===== src/rtl/core/itrd_pkg.sv =====
// Shared constants and the digit-to-ASCII mapping for the radix digit converter.
package itrd_pkg;

  localparam int NUMBER_WIDTH_DEF = 31;

  // Quotient bits the divider resolves per cycle.
  localparam int DIV_BITS = 8;

  localparam int DIGIT_W = 6;
  localparam int RADIX_W = 6;
  localparam int CHAR_W  = 7;

  localparam logic [RADIX_W-1:0] RADIX_MIN = 6'd2;
  localparam logic [RADIX_W-1:0] RADIX_MAX = 6'd36;

  localparam logic [DIGIT_W-1:0] DECIMAL_LIMIT     = 6'd10;
  localparam logic [CHAR_W-1:0]  ASCII_DIGIT_BASE  = 7'd48;
  localparam logic [CHAR_W-1:0]  ASCII_LETTER_BASE = 7'd55;
  localparam logic [CHAR_W-1:0]  CHAR_TERMINATOR   = 7'd0;

  // 0..9 -> '0'..'9', 10..35 -> 'A'..'Z'
  function automatic logic [CHAR_W-1:0] digit_to_char(input logic [DIGIT_W-1:0] d);
    logic [CHAR_W-1:0] base;
    base = (d < DECIMAL_LIMIT) ? ASCII_DIGIT_BASE : ASCII_LETTER_BASE;
    return base + {1'b0, d};
  endfunction

endpackage


===== src/rtl/core/integer_to_radix_digits.sv =====
// Top level: converts a non-negative integer to ASCII digits in radix 2..36.
// Input channel (in_valid_i / in_stall_o) carries number_i and radix_i. A
// transaction is taken only while the block is idle; in_stall_o stays high
// for the whole conversion.
// Output channel (out_valid_o / out_stall_i) carries character_o, last_o and
// bad_radix_o. Digits come most significant first, then a zero terminator
// with last_o set. A zero number gives the terminator alone. A radix outside
// 2..36 gives one transaction: character 0, last_o and bad_radix_o set.
// Each digit is one pass through the shared divider, which resolves 8
// quotient bits a cycle; the next division is then chained on the quotient.
// Digits leave at one per cycle while the receiver does not stall.
// A stall on the output holds the current transaction in the output
// register and freezes the digit readout; nothing is dropped.
// The last output register is separate from the input side, so a new number
// is accepted while the terminator still waits to be taken.
// Reset (rst_ni low, asynchronous) returns to idle with no output pending;
// the digit store is not cleared since every digit is written before read.
module integer_to_radix_digits #(
  parameter int NUMBER_WIDTH = itrd_pkg::NUMBER_WIDTH_DEF
) (
  input  logic                          clk_i,
  input  logic                          rst_ni,
  input  logic                          in_valid_i,
  output logic                          in_stall_o,
  input  logic [NUMBER_WIDTH-1:0]       number_i,
  input  logic [itrd_pkg::RADIX_W-1:0]  radix_i,
  output logic                          out_valid_o,
  input  logic                          out_stall_i,
  output logic [itrd_pkg::CHAR_W-1:0]   character_o,
  output logic                          last_o,
  output logic                          bad_radix_o
);

  localparam int CW = $clog2(NUMBER_WIDTH + 1);  // digit count
  localparam int AW = $clog2(NUMBER_WIDTH);      // digit store address

  typedef enum logic [2:0] {
    ST_IDLE,
    ST_DIVIDE,
    ST_READ,
    ST_EMIT,
    ST_TERM
  } state_e;

  state_e                         state_q;
  logic [CW-1:0]                  cnt_q;
  logic [itrd_pkg::RADIX_W-1:0]   radix_q;
  logic                           bad_q;
  logic                           out_valid_q;
  logic [itrd_pkg::CHAR_W-1:0]    char_q;
  logic                           last_q;
  logic                           bad_out_q;

  logic                           in_acc;
  logic                           radix_bad;
  logic                           out_free;
  logic                           out_load;
  logic                           div_start;
  logic                           div_done;
  logic [NUMBER_WIDTH-1:0]        div_dividend;
  logic [itrd_pkg::RADIX_W-1:0]   div_radix;
  logic [NUMBER_WIDTH-1:0]        div_quot;
  logic [itrd_pkg::DIGIT_W-1:0]   div_rem;
  logic                           wr_en;
  logic                           rd_en;
  logic [CW-1:0]                  rd_idx;
  logic [itrd_pkg::DIGIT_W-1:0]   rd_data;
  logic                           load_digit;

  assign in_stall_o = (state_q != ST_IDLE);
  assign in_acc     = in_valid_i && !in_stall_o;
  assign radix_bad  = (radix_i < itrd_pkg::RADIX_MIN) || (radix_i > itrd_pkg::RADIX_MAX);
  assign out_free   = !out_valid_q || !out_stall_i;
  // Output register takes a new transaction (digit or terminator).
  assign out_load   = out_free && ((state_q == ST_EMIT) || (state_q == ST_TERM));

  // First divide starts straight from the input; later ones chain on the quotient.
  assign div_start    = (in_acc && !radix_bad && (number_i != '0)) ||
                        ((state_q == ST_DIVIDE) && div_done && (div_quot != '0));
  assign div_dividend = (state_q == ST_IDLE) ? number_i : div_quot;
  assign div_radix    = (state_q == ST_IDLE) ? radix_i : radix_q;

  assign wr_en = (state_q == ST_DIVIDE) && div_done;

  // Readout runs top digit down; next address is prefetched as each digit leaves.
  assign load_digit = (state_q == ST_EMIT) && out_free;
  assign rd_en      = (state_q == ST_READ) || (load_digit && (cnt_q > CW'(1)));
  assign rd_idx     = cnt_q - ((state_q == ST_EMIT) ? CW'(2) : CW'(1));

  itrd_divider #(
    .NUMBER_WIDTH(NUMBER_WIDTH)
  ) u_divider (
    .clk_i       (clk_i),
    .rst_ni      (rst_ni),
    .start_i     (div_start),
    .dividend_i  (div_dividend),
    .radix_i     (div_radix),
    .done_o      (div_done),
    .quotient_o  (div_quot),
    .remainder_o (div_rem)
  );

  itrd_digit_ram #(
    .DEPTH(NUMBER_WIDTH)
  ) u_digit_ram (
    .clk_i     (clk_i),
    .wr_en_i   (wr_en),
    .wr_addr_i (cnt_q[AW-1:0]),
    .wr_data_i (div_rem),
    .rd_en_i   (rd_en),
    .rd_addr_i (rd_idx[AW-1:0]),
    .rd_data_o (rd_data)
  );

  always_ff @(posedge clk_i or negedge rst_ni) begin
    if (!rst_ni) begin
      state_q     <= ST_IDLE;
      cnt_q       <= '0;
      radix_q     <= '0;
      bad_q       <= 1'b0;
      out_valid_q <= 1'b0;
      char_q      <= '0;
      last_q      <= 1'b0;
      bad_out_q   <= 1'b0;
    end else begin
      // Valid holds while stalled, drops once taken, rises on a new load.
      out_valid_q <= out_load || (out_valid_q && out_stall_i);
      unique case (state_q)
        ST_IDLE: begin
          if (in_acc) begin
            radix_q <= radix_i;
            bad_q   <= radix_bad;
            cnt_q   <= '0;
            state_q <= (radix_bad || (number_i == '0)) ? ST_TERM : ST_DIVIDE;
          end
        end
        ST_DIVIDE: begin
          if (div_done) begin
            cnt_q <= cnt_q + CW'(1);
            if (div_quot == '0) begin
              state_q <= ST_READ;
            end
          end
        end
        ST_READ: begin
          state_q <= ST_EMIT;
        end
        ST_EMIT: begin
          if (out_free) begin
            char_q      <= itrd_pkg::digit_to_char(rd_data);
            last_q      <= 1'b0;
            bad_out_q   <= 1'b0;
            cnt_q       <= cnt_q - CW'(1);
            if (cnt_q == CW'(1)) begin
              state_q <= ST_TERM;
            end
          end
        end
        ST_TERM: begin
          if (out_free) begin
            char_q      <= itrd_pkg::CHAR_TERMINATOR;
            last_q      <= 1'b1;
            bad_out_q   <= bad_q;
            state_q     <= ST_IDLE;
          end
        end
        default: begin
          state_q <= ST_IDLE;
        end
      endcase
    end
  end

  assign out_valid_o = out_valid_q;
  assign character_o = char_q;
  assign last_o      = last_q;
  assign bad_radix_o = bad_out_q;

  // A bad-radix transaction is always a lone terminator.
  a_bad_is_term: assert property (@(posedge clk_i) disable iff (!rst_ni)
    (out_valid_o && bad_radix_o) |-> (last_o && (character_o == itrd_pkg::CHAR_TERMINATOR)))
    else $error("bad radix flag on a non-terminator transaction");

  // Digit transactions never carry the terminator code.
  a_digit_nonzero: assert property (@(posedge clk_i) disable iff (!rst_ni)
    (out_valid_o && !last_o) |-> (character_o != itrd_pkg::CHAR_TERMINATOR))
    else $error("digit transaction carries a zero character");

  // Digit count never exceeds the store depth.
  a_cnt_bound: assert property (@(posedge clk_i) disable iff (!rst_ni)
    cnt_q <= CW'(NUMBER_WIDTH))
    else $error("digit count beyond store depth");

  // The divider only finishes while the sequencer waits for it.
  a_done_in_divide: assert property (@(posedge clk_i) disable iff (!rst_ni)
    div_done |-> (state_q == ST_DIVIDE))
    else $error("divider done outside the divide phase");

  // Leaving the divide phase always happens with at least one digit stored.
  a_emit_has_digit: assert property (@(posedge clk_i) disable iff (!rst_ni)
    (state_q == ST_READ) |-> (cnt_q != '0))
    else $error("readout started with no digits");

endmodule


===== src/rtl/core/itrd_divider.sv =====
// Iterative divider by a small radix: several restoring steps per cycle.
module itrd_divider #(
  parameter int NUMBER_WIDTH = itrd_pkg::NUMBER_WIDTH_DEF
) (
  input  logic                          clk_i,
  input  logic                          rst_ni,
  input  logic                          start_i,
  input  logic [NUMBER_WIDTH-1:0]       dividend_i,
  input  logic [itrd_pkg::RADIX_W-1:0]  radix_i,
  output logic                          done_o,
  output logic [NUMBER_WIDTH-1:0]       quotient_o,
  output logic [itrd_pkg::DIGIT_W-1:0]  remainder_o
);

  localparam int Steps = (NUMBER_WIDTH + itrd_pkg::DIV_BITS - 1) / itrd_pkg::DIV_BITS;
  localparam int PadW  = Steps * itrd_pkg::DIV_BITS;
  localparam int SW    = $clog2(Steps + 1);

  logic [PadW-1:0]                 shift_q, shift_d;
  logic [itrd_pkg::DIGIT_W-1:0]    rem_q, rem_d;
  logic [itrd_pkg::RADIX_W-1:0]    radix_q;
  logic [SW-1:0]                   step_q;
  logic                            busy_q;
  logic                            done_q;

  // One cycle's worth of shift-and-subtract; the remainder stays below the radix.
  always_comb begin
    logic [itrd_pkg::DIGIT_W:0] trial;
    rem_d   = rem_q;
    shift_d = shift_q;
    trial   = '0;
    for (int i = 0; i < itrd_pkg::DIV_BITS; i++) begin
      trial   = {rem_d, shift_d[PadW-1]};
      shift_d = {shift_d[PadW-2:0], 1'b0};
      if (trial >= {1'b0, radix_q}) begin
        trial      = trial - {1'b0, radix_q};
        shift_d[0] = 1'b1;
      end
      rem_d = trial[itrd_pkg::DIGIT_W-1:0];
    end
  end

  always_ff @(posedge clk_i or negedge rst_ni) begin
    if (!rst_ni) begin
      busy_q  <= 1'b0;
      done_q  <= 1'b0;
      step_q  <= '0;
      shift_q <= '0;
      rem_q   <= '0;
      radix_q <= '0;
    end else begin
      done_q <= 1'b0;
      if (start_i) begin
        shift_q <= PadW'(dividend_i);
        rem_q   <= '0;
        radix_q <= radix_i;
        step_q  <= SW'(Steps);
        busy_q  <= 1'b1;
      end else if (busy_q) begin
        shift_q <= shift_d;
        rem_q   <= rem_d;
        step_q  <= step_q - SW'(1);
        if (step_q == SW'(1)) begin
          busy_q <= 1'b0;
          done_q <= 1'b1;
        end
      end
    end
  end

  assign done_o      = done_q;
  assign quotient_o  = shift_q[NUMBER_WIDTH-1:0];
  assign remainder_o = rem_q;

endmodule


===== src/rtl/core/itrd_digit_ram.sv =====
// Digit store: one write port, one registered read port.
module itrd_digit_ram #(
  parameter int DEPTH = itrd_pkg::NUMBER_WIDTH_DEF
) (
  input  logic                          clk_i,
  input  logic                          wr_en_i,
  input  logic [$clog2(DEPTH)-1:0]      wr_addr_i,
  input  logic [itrd_pkg::DIGIT_W-1:0]  wr_data_i,
  input  logic                          rd_en_i,
  input  logic [$clog2(DEPTH)-1:0]      rd_addr_i,
  output logic [itrd_pkg::DIGIT_W-1:0]  rd_data_o
);

  logic [itrd_pkg::DIGIT_W-1:0] mem_q [DEPTH];
  logic [itrd_pkg::DIGIT_W-1:0] rd_data_q;

  always_ff @(posedge clk_i) begin
    if (wr_en_i) begin
      mem_q[wr_addr_i] <= wr_data_i;
    end
    if (rd_en_i) begin
      rd_data_q <= mem_q[rd_addr_i];
    end
  end

  assign rd_data_o = rd_data_q;

endmodule


===== config.mk =====
export PLATFORM = sky130hd
export DESIGN_NAME = integer_to_radix_digits
export DESIGN_NICKNAME = d
export VERILOG_FILES = /design/src/rtl/core/itrd_pkg.sv /design/src/rtl/core/integer_to_radix_digits.sv /design/src/rtl/core/itrd_divider.sv /design/src/rtl/core/itrd_digit_ram.sv
export SDC_FILE = /design/constraint.sdc
export NUM_CORES = 1
export LEC_CHECK = 0
export ABC_AREA = 1
export BUFFER_PORTS_ARGS = -buffer_cell sky130_fd_sc_hd__buf_4
export CAP_MARGIN = 10
export CORE_UTILIZATION = 30
export DETAILED_ROUTE_END_ITERATION = 16
export SYNTH_ARGS = -nofsm -noshare
export SYNTH_HDL_FRONTEND = slang
export SYNTH_SLANG_ARGS = --single-unit

===== constraint.sdc =====
create_clock -name clk_i -period 25.4 [get_ports clk_i]
set_clock_uncertainty 0.15 [all_clocks]
set_input_delay 5.08 -clock clk_i [delete_from_list [all_inputs] [get_ports clk_i]]
set_output_delay 5.08 -clock clk_i [all_outputs]
set_load 0.02 [all_outputs]

==> results of run 1 <==
[state kept, by name, indices dropped and copies added (netlist names)]
register               cells
u_divider.radix_q          6
bad_q                      1
u_digit_ram.mem_q        186
last_o                     1
u_divider.busy_q           1
character_o                7
radix_q                    6
u_divider.step_q           3
u_divider.remainder_o      6
cnt_q                      5
bad_radix_o                1
out_valid_o                1
u_divider.done_o           1
u_divider.shift_q         32
u_digit_ram.rd_data_o      6
state_q                    3
[worst paths after layout]
path | startpoint | end | depth (start not counted)
worst min register to register | character_o[5] | character_o[5] | 2
min in group asynchronous | rst_ni | character_o[1] | 1
worst max register to register | u_divider.remainder_o[4] | u_divider.remainder_o[2] | 80
worst min-delay path | character_o[5] | character_o[5] | 2
max in group asynchronous | rst_ni | u_divider.shift_q[25] | 1
worst max-delay path | u_divider.remainder_o[4] | u_divider.remainder_o[2] | 80
[final cells by class]
class,count,area [sq um],area share
multi-input combinational,986,5720,0.355
sequential,266,7620,0.472
tap,607,759,0.0471
inverter,147,552,0.0342
timing repair buffer,62,485,0.0301
clock buffer,32,747,0.0463
clock inverter,20,249,0.0154
[cell usage after synthesis, types with 4 or more instances]
cell / instances
nand2_1: 226
edfxtp_1: 192
nor2_1: 182
o21ai_0: 169
inv_1: 142
dfrtp_1: 74
ha_1: 61
nand3_1: 52
clkbuf_1: 51
o211ai_1: 48
a21oi_1: 39
o22ai_1: 28
xor2_1: 23
nand4_1: 19
o221ai_1: 18
xnor2_1: 13
a31oi_1: 12
nor4_1: 12
fa_1: 10
nor3_1: 9
o31ai_1: 9
nand3_4: 6
nor2_2: 6
a311oi_1: 5
nand2_4: 5
o21a_1: 5
o32ai_1: 5
inv_2: 4
[worst reg2reg max path: cells and delay by family, from the launching register on]
family / cells / cell delay [ns]
compound gates: 30 / 5.87
buf+inv: 11 / 0.75
fa+ha+maj: 8 / 2.68
simple gates: 31 / 3.86
flops: 1 / 1.08
[kinds of logic after synthesis]
logic type | share of synthesized area
compound gates | 0.150
xor+xnor | 0.0224
fa+ha+maj | 0.0683
buf+inv | 0.0552
flops | 0.540
mux | 0.000799
simple gates | 0.163
[metal layers]
metal | share of wire | up-vias | track usage
met5 | 0 | - | 0
met4 | 0.030 | 0 | 0.0542
met3 | 0.043 | 57 | 0.0221
met2 | 0.47 | 231 | 0.236
met1 | 0.45 | 5105 | 0.195
li1 | - | 5209 | -
[per-stage QoR]
| stage | util | area [sq um] | cells |
|---|---|---|---|
| 6_report | 0.347 | 16100 | 2120 |
| 5_1_grt | 0.347 | 16100 | 2120 |
| 4_1_cts | 0.347 | 16100 | 2119 |
| 3_5_place_dp | 0.325 | 15100 | 2067 |
| 3_3_place_gp | 0.325 | 15100 | 2067 |
| 2_1_floorplan | - | 14100 | 1456 |
==> out/results.tsv, run 1 <==
stage	metric	value	unit
placed_design	gp_congestion	0.912	
critical_path	critical_path.slowest_cell	dfrtp_1	
yosys	synth_edf_count	192	
timing	worst_pin_slew	1.13	ns
run_status	status	finished clean	
clocking	post_cts_resized	0	
critical_path	r2r_slack	10.89	ns
routing	ant_nets	0	
final_layout	area_growth	14.4	%
routing	first_iter_violations	706	
floorplan	coreArea	46500	sq um
routing	via_count	10600	
yosys	syn_nets	1568	
floorplan	initial_core_util	0.303	
final_layout	n_fill_cell	4640	
critical_path	crit_path_max_fanout	35	
critical_path	critPathTopFamily	compound AO/OA/AOI/OAI gates	
final_layout	diodes	0	
global_route	grt_pass1_wl	54.8	mm
global_route	antenna_found_initial	0	
final_layout	final_cell_mix	nand2_1 (226), edfxtp_1 (192), nor2_1 (182)	
clocking	cts_tree	yes	
routing	avgViaCountPerCell	5.00	
critical_path	arrival	14.80	ns
global_route	grt_pass1_vias	9970	
timing	setup_tns	0	ns
floorplan	die_h	219	um
yosys	syn_area_per_cell	9.68	sq um
global_route	grt.total_usage	0.145	
yosys	seq_area_frac_synth	0.540	
clocking	cts_buffers	28	
clocking	htree_num_levels	1	
flow_run	maxCapViolations	0	
placed_design	port_buffers	51	
yosys	synthesis.instances	1456	
timing	setup_viol	0	
final_layout	drive_gt1_frac	0.0952	
clocking	clkTransAtPathRegs	0.07	ns
global_route	grt_overflow	0	
critical_path	crit_path_end_kind	flop	
worst_hold_path	min_path_type	flop to flop	
floorplan	rows	79	
yosys	yosys_warnings	0	
clocking	ctsRootBufferMaster	clkbuf_16	
placed_design	dp_worst_setup_slack	11.04	ns
yosys	synthTopCellsByArea	edfxtp_1 (41%), dfrtp_1 (13%), nand2_1 (6.0%)	
timing	hold_slack	0.339	ns
yosys	syn_area	14100	sq um
timing	min_period	14.51	ns
yosys	ys_ff_latch	266	
critical_path	critPathMaxStageDelay	1.08	ns
final_layout	final_common_cell	nand2_1	
timing	finalHoldViolations	0	
timing	finalCritPeriodShare	0.571	
clocking	cts_hold_buf	0	
routing	drcViolationCount	0	
critical_path	cpMostUsedCell	a21oi_1	
critical_path	required	25.69	ns
floorplan	die-area	47900	sq um
yosys	async_flop_share	0.278	
global_route	grt_max_degree	91	
placed_design	hpwlAfterDp	23.4	mm
routing	dr.pass1.iters	5	
yosys	yosysTopAreaCell	edfxtp_1	
clocking	clock_latency	0.57	ns
clocking	cts_setup_buffers	0	
routing	wirelength	35.1	mm
yosys	yosysTopAreaCellShare	0.409	
yosys	yosys_most_used_dff	edfxtp_1	
critical_path	critical_path_class	flop to flop	
critical_path	crit_path_start_kind	flop	
timing	maxSlewViolCount	0	
final_layout	nets	1603	
timing	slew_headroom	0.248	
timing	rsz0062_at_grt	false	
timing	fmax	68.9	MHz
floorplan	ioPinCount	52	
clocking	cts_buffer_depth	3	
critical_path	path_buf_inv	11	
yosys	yosysUniqueCellTypes	50	
clocking	cts.sinks	266	
floorplan	die_w	219	um
routing	wl_per_cell	16.6	um
timing	fin_ws	10.89	ns
Power of run 1 is not shown: default switching activity piles up to over one toggle a cycle in this logic, so the estimate is an artifact.
==> run 2, diff against run 1 <==
==> constraint.sdc (replaced) <==
create_clock -name clk_i -period 12 [get_ports clk_i]
set_clock_uncertainty 0.15 [all_clocks]
set_input_delay 2.4 -clock clk_i [delete_from_list [all_inputs] [get_ports clk_i]]
set_output_delay 2.4 -clock clk_i [all_outputs]
set_load 0.02 [all_outputs]
==> out/results.tsv, run 2 (same netlist as run 1, synthesis figures left out) <==
stage	metric	value	unit
run_status	status	finished clean	
global_route	grt.total_usage	0.151	
clocking	clkTransAtPathRegs	0.06	ns
global_route	grt_max_degree	92	
clocking	cts_buffer_depth	3	
timing	worst_pin_slew	0.966	ns
critical_path	critical_path.slowest_cell	dfrtp_2	
critical_path	required	12.30	ns
critical_path	cpMostUsedCell	nand2_1	
placed_design	dp_worst_setup_slack	-0.731	ns
clocking	clock_latency	0.57	ns
global_route	grt_overflow	0	
final_layout	final_cell_count_no_fill	2186	
routing	wl_met2	17.5	mm
routing	dr.pass1.iters	5	
routing	avgViaCountPerCell	5.05	
floorplan	ioPinCount	52	
clocking	cts_buffers	28	
final_layout	utilization	0.368	
routing	via_count	11000	
final_layout	area_growth	21.4	%
flow_run	maxCapViolations	0	
clocking	htree_num_levels	1	
global_route	grt_pass1_wl	57.2	mm
routing	wl_met3	1.71	mm
timing	setup_viol	0	
placed_design	gp_congestion	0.930	
placed_design	dpl.cell_count	2106	
final_layout	n_fill_cell	4623	
routing	first_iter_violations	783	
placed_design	hpwlAfterDp	24.2	mm
critical_path	crit_path_max_fanout	8	
floorplan	coreArea	46500	sq um
timing	maxSlewViolCount	0	
final_layout	largest_reg_flops	186	
global_route	antenna_found_initial	0	
floorplan	initial_core_util	0.303	
routing	ant_nets	0	
routing	wl_per_cell	16.8	um
clocking	cts_tree	yes	
placed_design	port_buffers	51	
critical_path	arrival	11.66	ns
timing	min_period	11.36	ns
critical_path	crit_path_start_kind	flop	
final_layout	diodes	0	
routing	drcViolationCount	0	
timing	finalCritPeriodShare	0.947	
critical_path	critical_path_class	flop to flop	
timing	fin_ws	0.638	ns
critical_path	crit_path_end_kind	flop	
timing	finalHoldViolations	0	
floorplan	die_w	219	um
floorplan	die-area	47900	sq um
worst_hold_path	min_path_type	flop to flop	
critical_path	critPathMaxStageDelay	0.41	ns
final_layout	final_common_cell	nand2_1	
global_route	grt_pass1_vias	10600	
final_layout	largest_register	u_digit_ram.mem_q	
clocking	ctsRootBufferMaster	clkbuf_16	
floorplan	rows	79	
timing	slew_headroom	0.355	
clocking	cts.sinks	266	
routing	highest_layer	met4	
timing	fmax	88.0	MHz
final_layout	nets	1669	
final_layout	final_cell_mix	nand2_1 (212), edfxtp_1 (192), nor2_1 (179)	
timing	hold_slack	0.324	ns
clocking	cts_hold_buf	0	
routing	wirelength	36.7	mm
floorplan	die_h	219	um
final_layout	drive_gt1_frac	0.180	
routing	wl_met1	16.4	mm
## run 2: layout make-up
| type | instances | area (sq um) | area share |
|---|---|---|---|
| inverters | 147 | 556 | 0.0325 |
| clock inverters | 16 | 209 | 0.0122 |
| flip-flops and latches | 266 | 7620 | 0.445 |
| clock buffers | 36 | 772 | 0.0451 |
| well taps | 607 | 759 | 0.0444 |
| multi-input cells | 988 | 6250 | 0.365 |
| repair buffers | 126 | 950 | 0.0555 |
## run 2: final timing paths
kind,depth (start not counted),slack (ns),startpoint,end
max,81,0.64,u_divider.remainder_o[4],u_divider.remainder_o[3]
max in group asynchronous,1,9.19,rst_ni,u_divider.remainder_o[0]
min in group asynchronous,1,1.80,rst_ni,character_o[4]
min reg2reg,1,0.32,u_divider.step_q[2],u_divider.done_o
max reg2reg,81,0.64,u_divider.remainder_o[4],u_divider.remainder_o[3]
min,1,0.32,u_divider.step_q[2],u_divider.done_o
## run 2: worst max-delay path: cells and delay by family, from the launching register on
| kind | cells | cell delay, ns |
|---|---|---|
| simple gates | 34 | 3.29 |
| fa+ha+maj | 8 | 2.07 |
| flops | 1 | 0.41 |
| buf+inv | 12 | 1.29 |
| compound gates | 27 | 4.05 |
## run 2: timing repair
item | CTS | global route
setup endpoints to repair | 7 | 7
buffers inserted | 2 | 24
gates cloned | 0 | 2
resized for setup | 20 | 83
pin swaps | 5 | 45
## run 2: through the flow
| step | area (sq um) | TNS, ns |
|---|---|---|
| detailed placement | 15400 | -4.85 |
| global placement | 15400 | -0.376 |
| global route | 17100 | -1.01 |
| finish | 17100 | 0 |
| CTS | 16500 | 0 |
| floorplan | 14100 | 0 |
## run 2: metal layers
metal  track usage  vias to the layer above
li1              -                     5333
met4        0.0493                        0
met3        0.0209                       67
met5             0                        -
met1         0.203                     5377
met2         0.249                      267
Power of run 2 is left out for the same reason.
==> run 3, diff against run 2 <==
--- a/config.mk
+++ b/config.mk
@@ -8,8 +8,12 @@
 export ABC_AREA = 1
 export BUFFER_PORTS_ARGS = -buffer_cell sky130_fd_sc_hd__buf_4
 export CAP_MARGIN = 10
+export CELL_PAD_IN_SITES_DETAIL_PLACEMENT = 1
+export CELL_PAD_IN_SITES_GLOBAL_PLACEMENT = 2
 export CORE_UTILIZATION = 30
 export DETAILED_ROUTE_END_ITERATION = 16
+export GPL_TIMING_DRIVEN = 0
+export PLACE_DENSITY_LB_ADDON = 0.1
 export SYNTH_ARGS = -nofsm -noshare
 export SYNTH_HDL_FRONTEND = slang
 export SYNTH_SLANG_ARGS = --single-unit
==> out/results.tsv, run 3 (same netlist as run 1, synthesis figures left out) <==
stage	metric	value	unit
clocking	clock_latency	0.59	ns
clocking	cts.sinks	266	
final_layout	final_common_cell	edfxtp_1	
global_route	grt_max_degree	75	
placed_design	port_buffers	51	
routing	dr.pass1.iters	6	
critical_path	cpMostUsedCell	nand2_2	
critical_path	crit_path_end_kind	flop	
timing	min_period	11.56	ns
critical_path	required	12.30	ns
floorplan	rows	79	
routing	avgViaCountPerCell	5.04	
routing	drcViolationCount	0	
routing	via_count	11400	
clocking	clkTransAtPathRegs	0.07	ns
floorplan	die_h	219	um
routing	ant_nets	0	
run_status	status	finished clean	
critical_path	crit_path_max_fanout	7	
placed_design	hpwlAfterDp	32.2	mm
timing	fin_ws	0.443	ns
global_route	grt_overflow	0	
routing	highest_layer	met4	
timing	rsz0062_at_grt	true	
floorplan	die_w	219	um
floorplan	die-area	47900	sq um
clocking	cts_buffer_depth	3	
clocking	htree_num_levels	1	
placed_design	gp_congestion	0.784	
routing	wl_per_cell	21.4	um
clocking	cts_tree	yes	
timing	setup_viol	0	
timing	finalCritPeriodShare	0.963	
final_layout	largest_register	u_digit_ram.mem_q	
routing	wl_met2	23.8	mm
final_layout	area_growth	27.6	%
placed_design	dpl.cell_count	2115	
final_layout	n_fill_cell	5251	
flow_run	maxCapViolations	0	
final_layout	nets	1751	
final_layout	diodes	0	
global_route	antenna_found_initial	0	
placed_design	dp_worst_setup_slack	-2.89	ns
critical_path	arrival	11.86	ns
timing	slew_headroom	0.313	
timing	fmax	86.5	MHz
routing	wl_met3	1.27	mm
routing	first_iter_violations	549	
global_route	grt.total_usage	0.202	
final_layout	fin_area	18000	sq um
global_route	grt_pass1_vias	11900	
floorplan	ioPinCount	52	
final_layout	final_cell_mix	edfxtp_1 (192), nand2_1 (188), nor2_1 (177)	
critical_path	crit_path_start_kind	flop	
placed_design	placed_cell_area	15300	sq um
clocking	cts_hold_buf	0	
timing	maxSlewViolCount	0	
critical_path	critical_path.slowest_cell	dfrtp_4	
timing	finalHoldViolations	0	
critical_path	critical_path_class	flop to flop	
clocking	ctsRootBufferMaster	clkbuf_16	
floorplan	coreArea	46500	sq um
critical_path	critPathMaxStageDelay	0.46	ns
global_route	grt_pass1_wl	72.9	mm
floorplan	initial_core_util	0.303	
worst_hold_path	min_path_type	flop to flop	
timing	worst_pin_slew	1.02	ns
routing	wl_met1	22.5	mm
final_layout	final_cell_count_no_fill	2270	
clocking	cts_buffers	30	
routing	wirelength	48.5	mm
timing	hold_slack	0.325	ns
final_layout	drive_gt1_frac	0.228	
final_layout	largest_reg_flops	186	
==> run 3: cell types whose count changed in the layout (fill, tap and decap cells not counted), sizes merged <==
cell	previous run	this run
inv	146	143
nand3	63	61
buf	126	156
clkinvlp	2	8
bufinv	4	3
clkbuf	36	92
clkinv	11	9
==> run 3: repair_timing <==
action                                  CTS  global route
endpoints found under the setup margin    8             7
setup buffers                            39            58
resized for setup                        88           103
cloned                                    1             1
pin swaps                                25            83
==> run 3: worst paths after layout <==
| kind | startpoint | endpoint | slack [ns] | depth (start not counted) |
|---|---|---|---|---|
| max | u_divider.radix_q[1] | u_divider.shift_q[0] | 0.44 | 84 |
| min | last_o | last_o | 0.33 | 2 |
| max reg2reg | u_divider.radix_q[1] | u_divider.shift_q[0] | 0.44 | 84 |
| min reg2reg | last_o | last_o | 0.33 | 2 |
| max in group asynchronous | rst_ni | u_divider.remainder_o[4] | 9.07 | 1 |
| min in group asynchronous | rst_ni | u_divider.shift_q[12] | 1.83 | 1 |
==> run 3: worst max-delay path, delay by kind of cell, from the launching register on <==
family	cells	cell delay [ns]
fa+ha+maj	8	2.01
buf+inv	15	1.46
simple gates	31	2.94
compound gates	30	4.34
flops	1	0.46
==> run 3: per-stage QoR <==
stage / utilization / setup TNS (ns)
finish: 0.387 / 0
global route: 0.387 / -2.03
CTS: 0.368 / 0
detailed placement: 0.329 / -20.79
global placement: 0.328 / -21.93
floorplan: - / 0
==> run 3: per-layer routing <==
metal  GRT usage  vias to the layer above
li1            -                     5499
met1       0.271                     5723
met2       0.351                      156
met3      0.0205                       67
met4      0.0424                        0
met5           0                        -
==> run 3: final cells by class <==
cell class	count	area (sq um)	share of cell area
buffer	57	234	0.0130
timing repair buffer	151	1240	0.0690
clock inverter	16	211	0.0118
clock buffer	40	838	0.0466
inverter	147	574	0.0319
multi-input combinational	986	6480	0.360
tap	607	759	0.0422
sequential	266	7640	0.425
Power of run 3 is left out for the same reason.
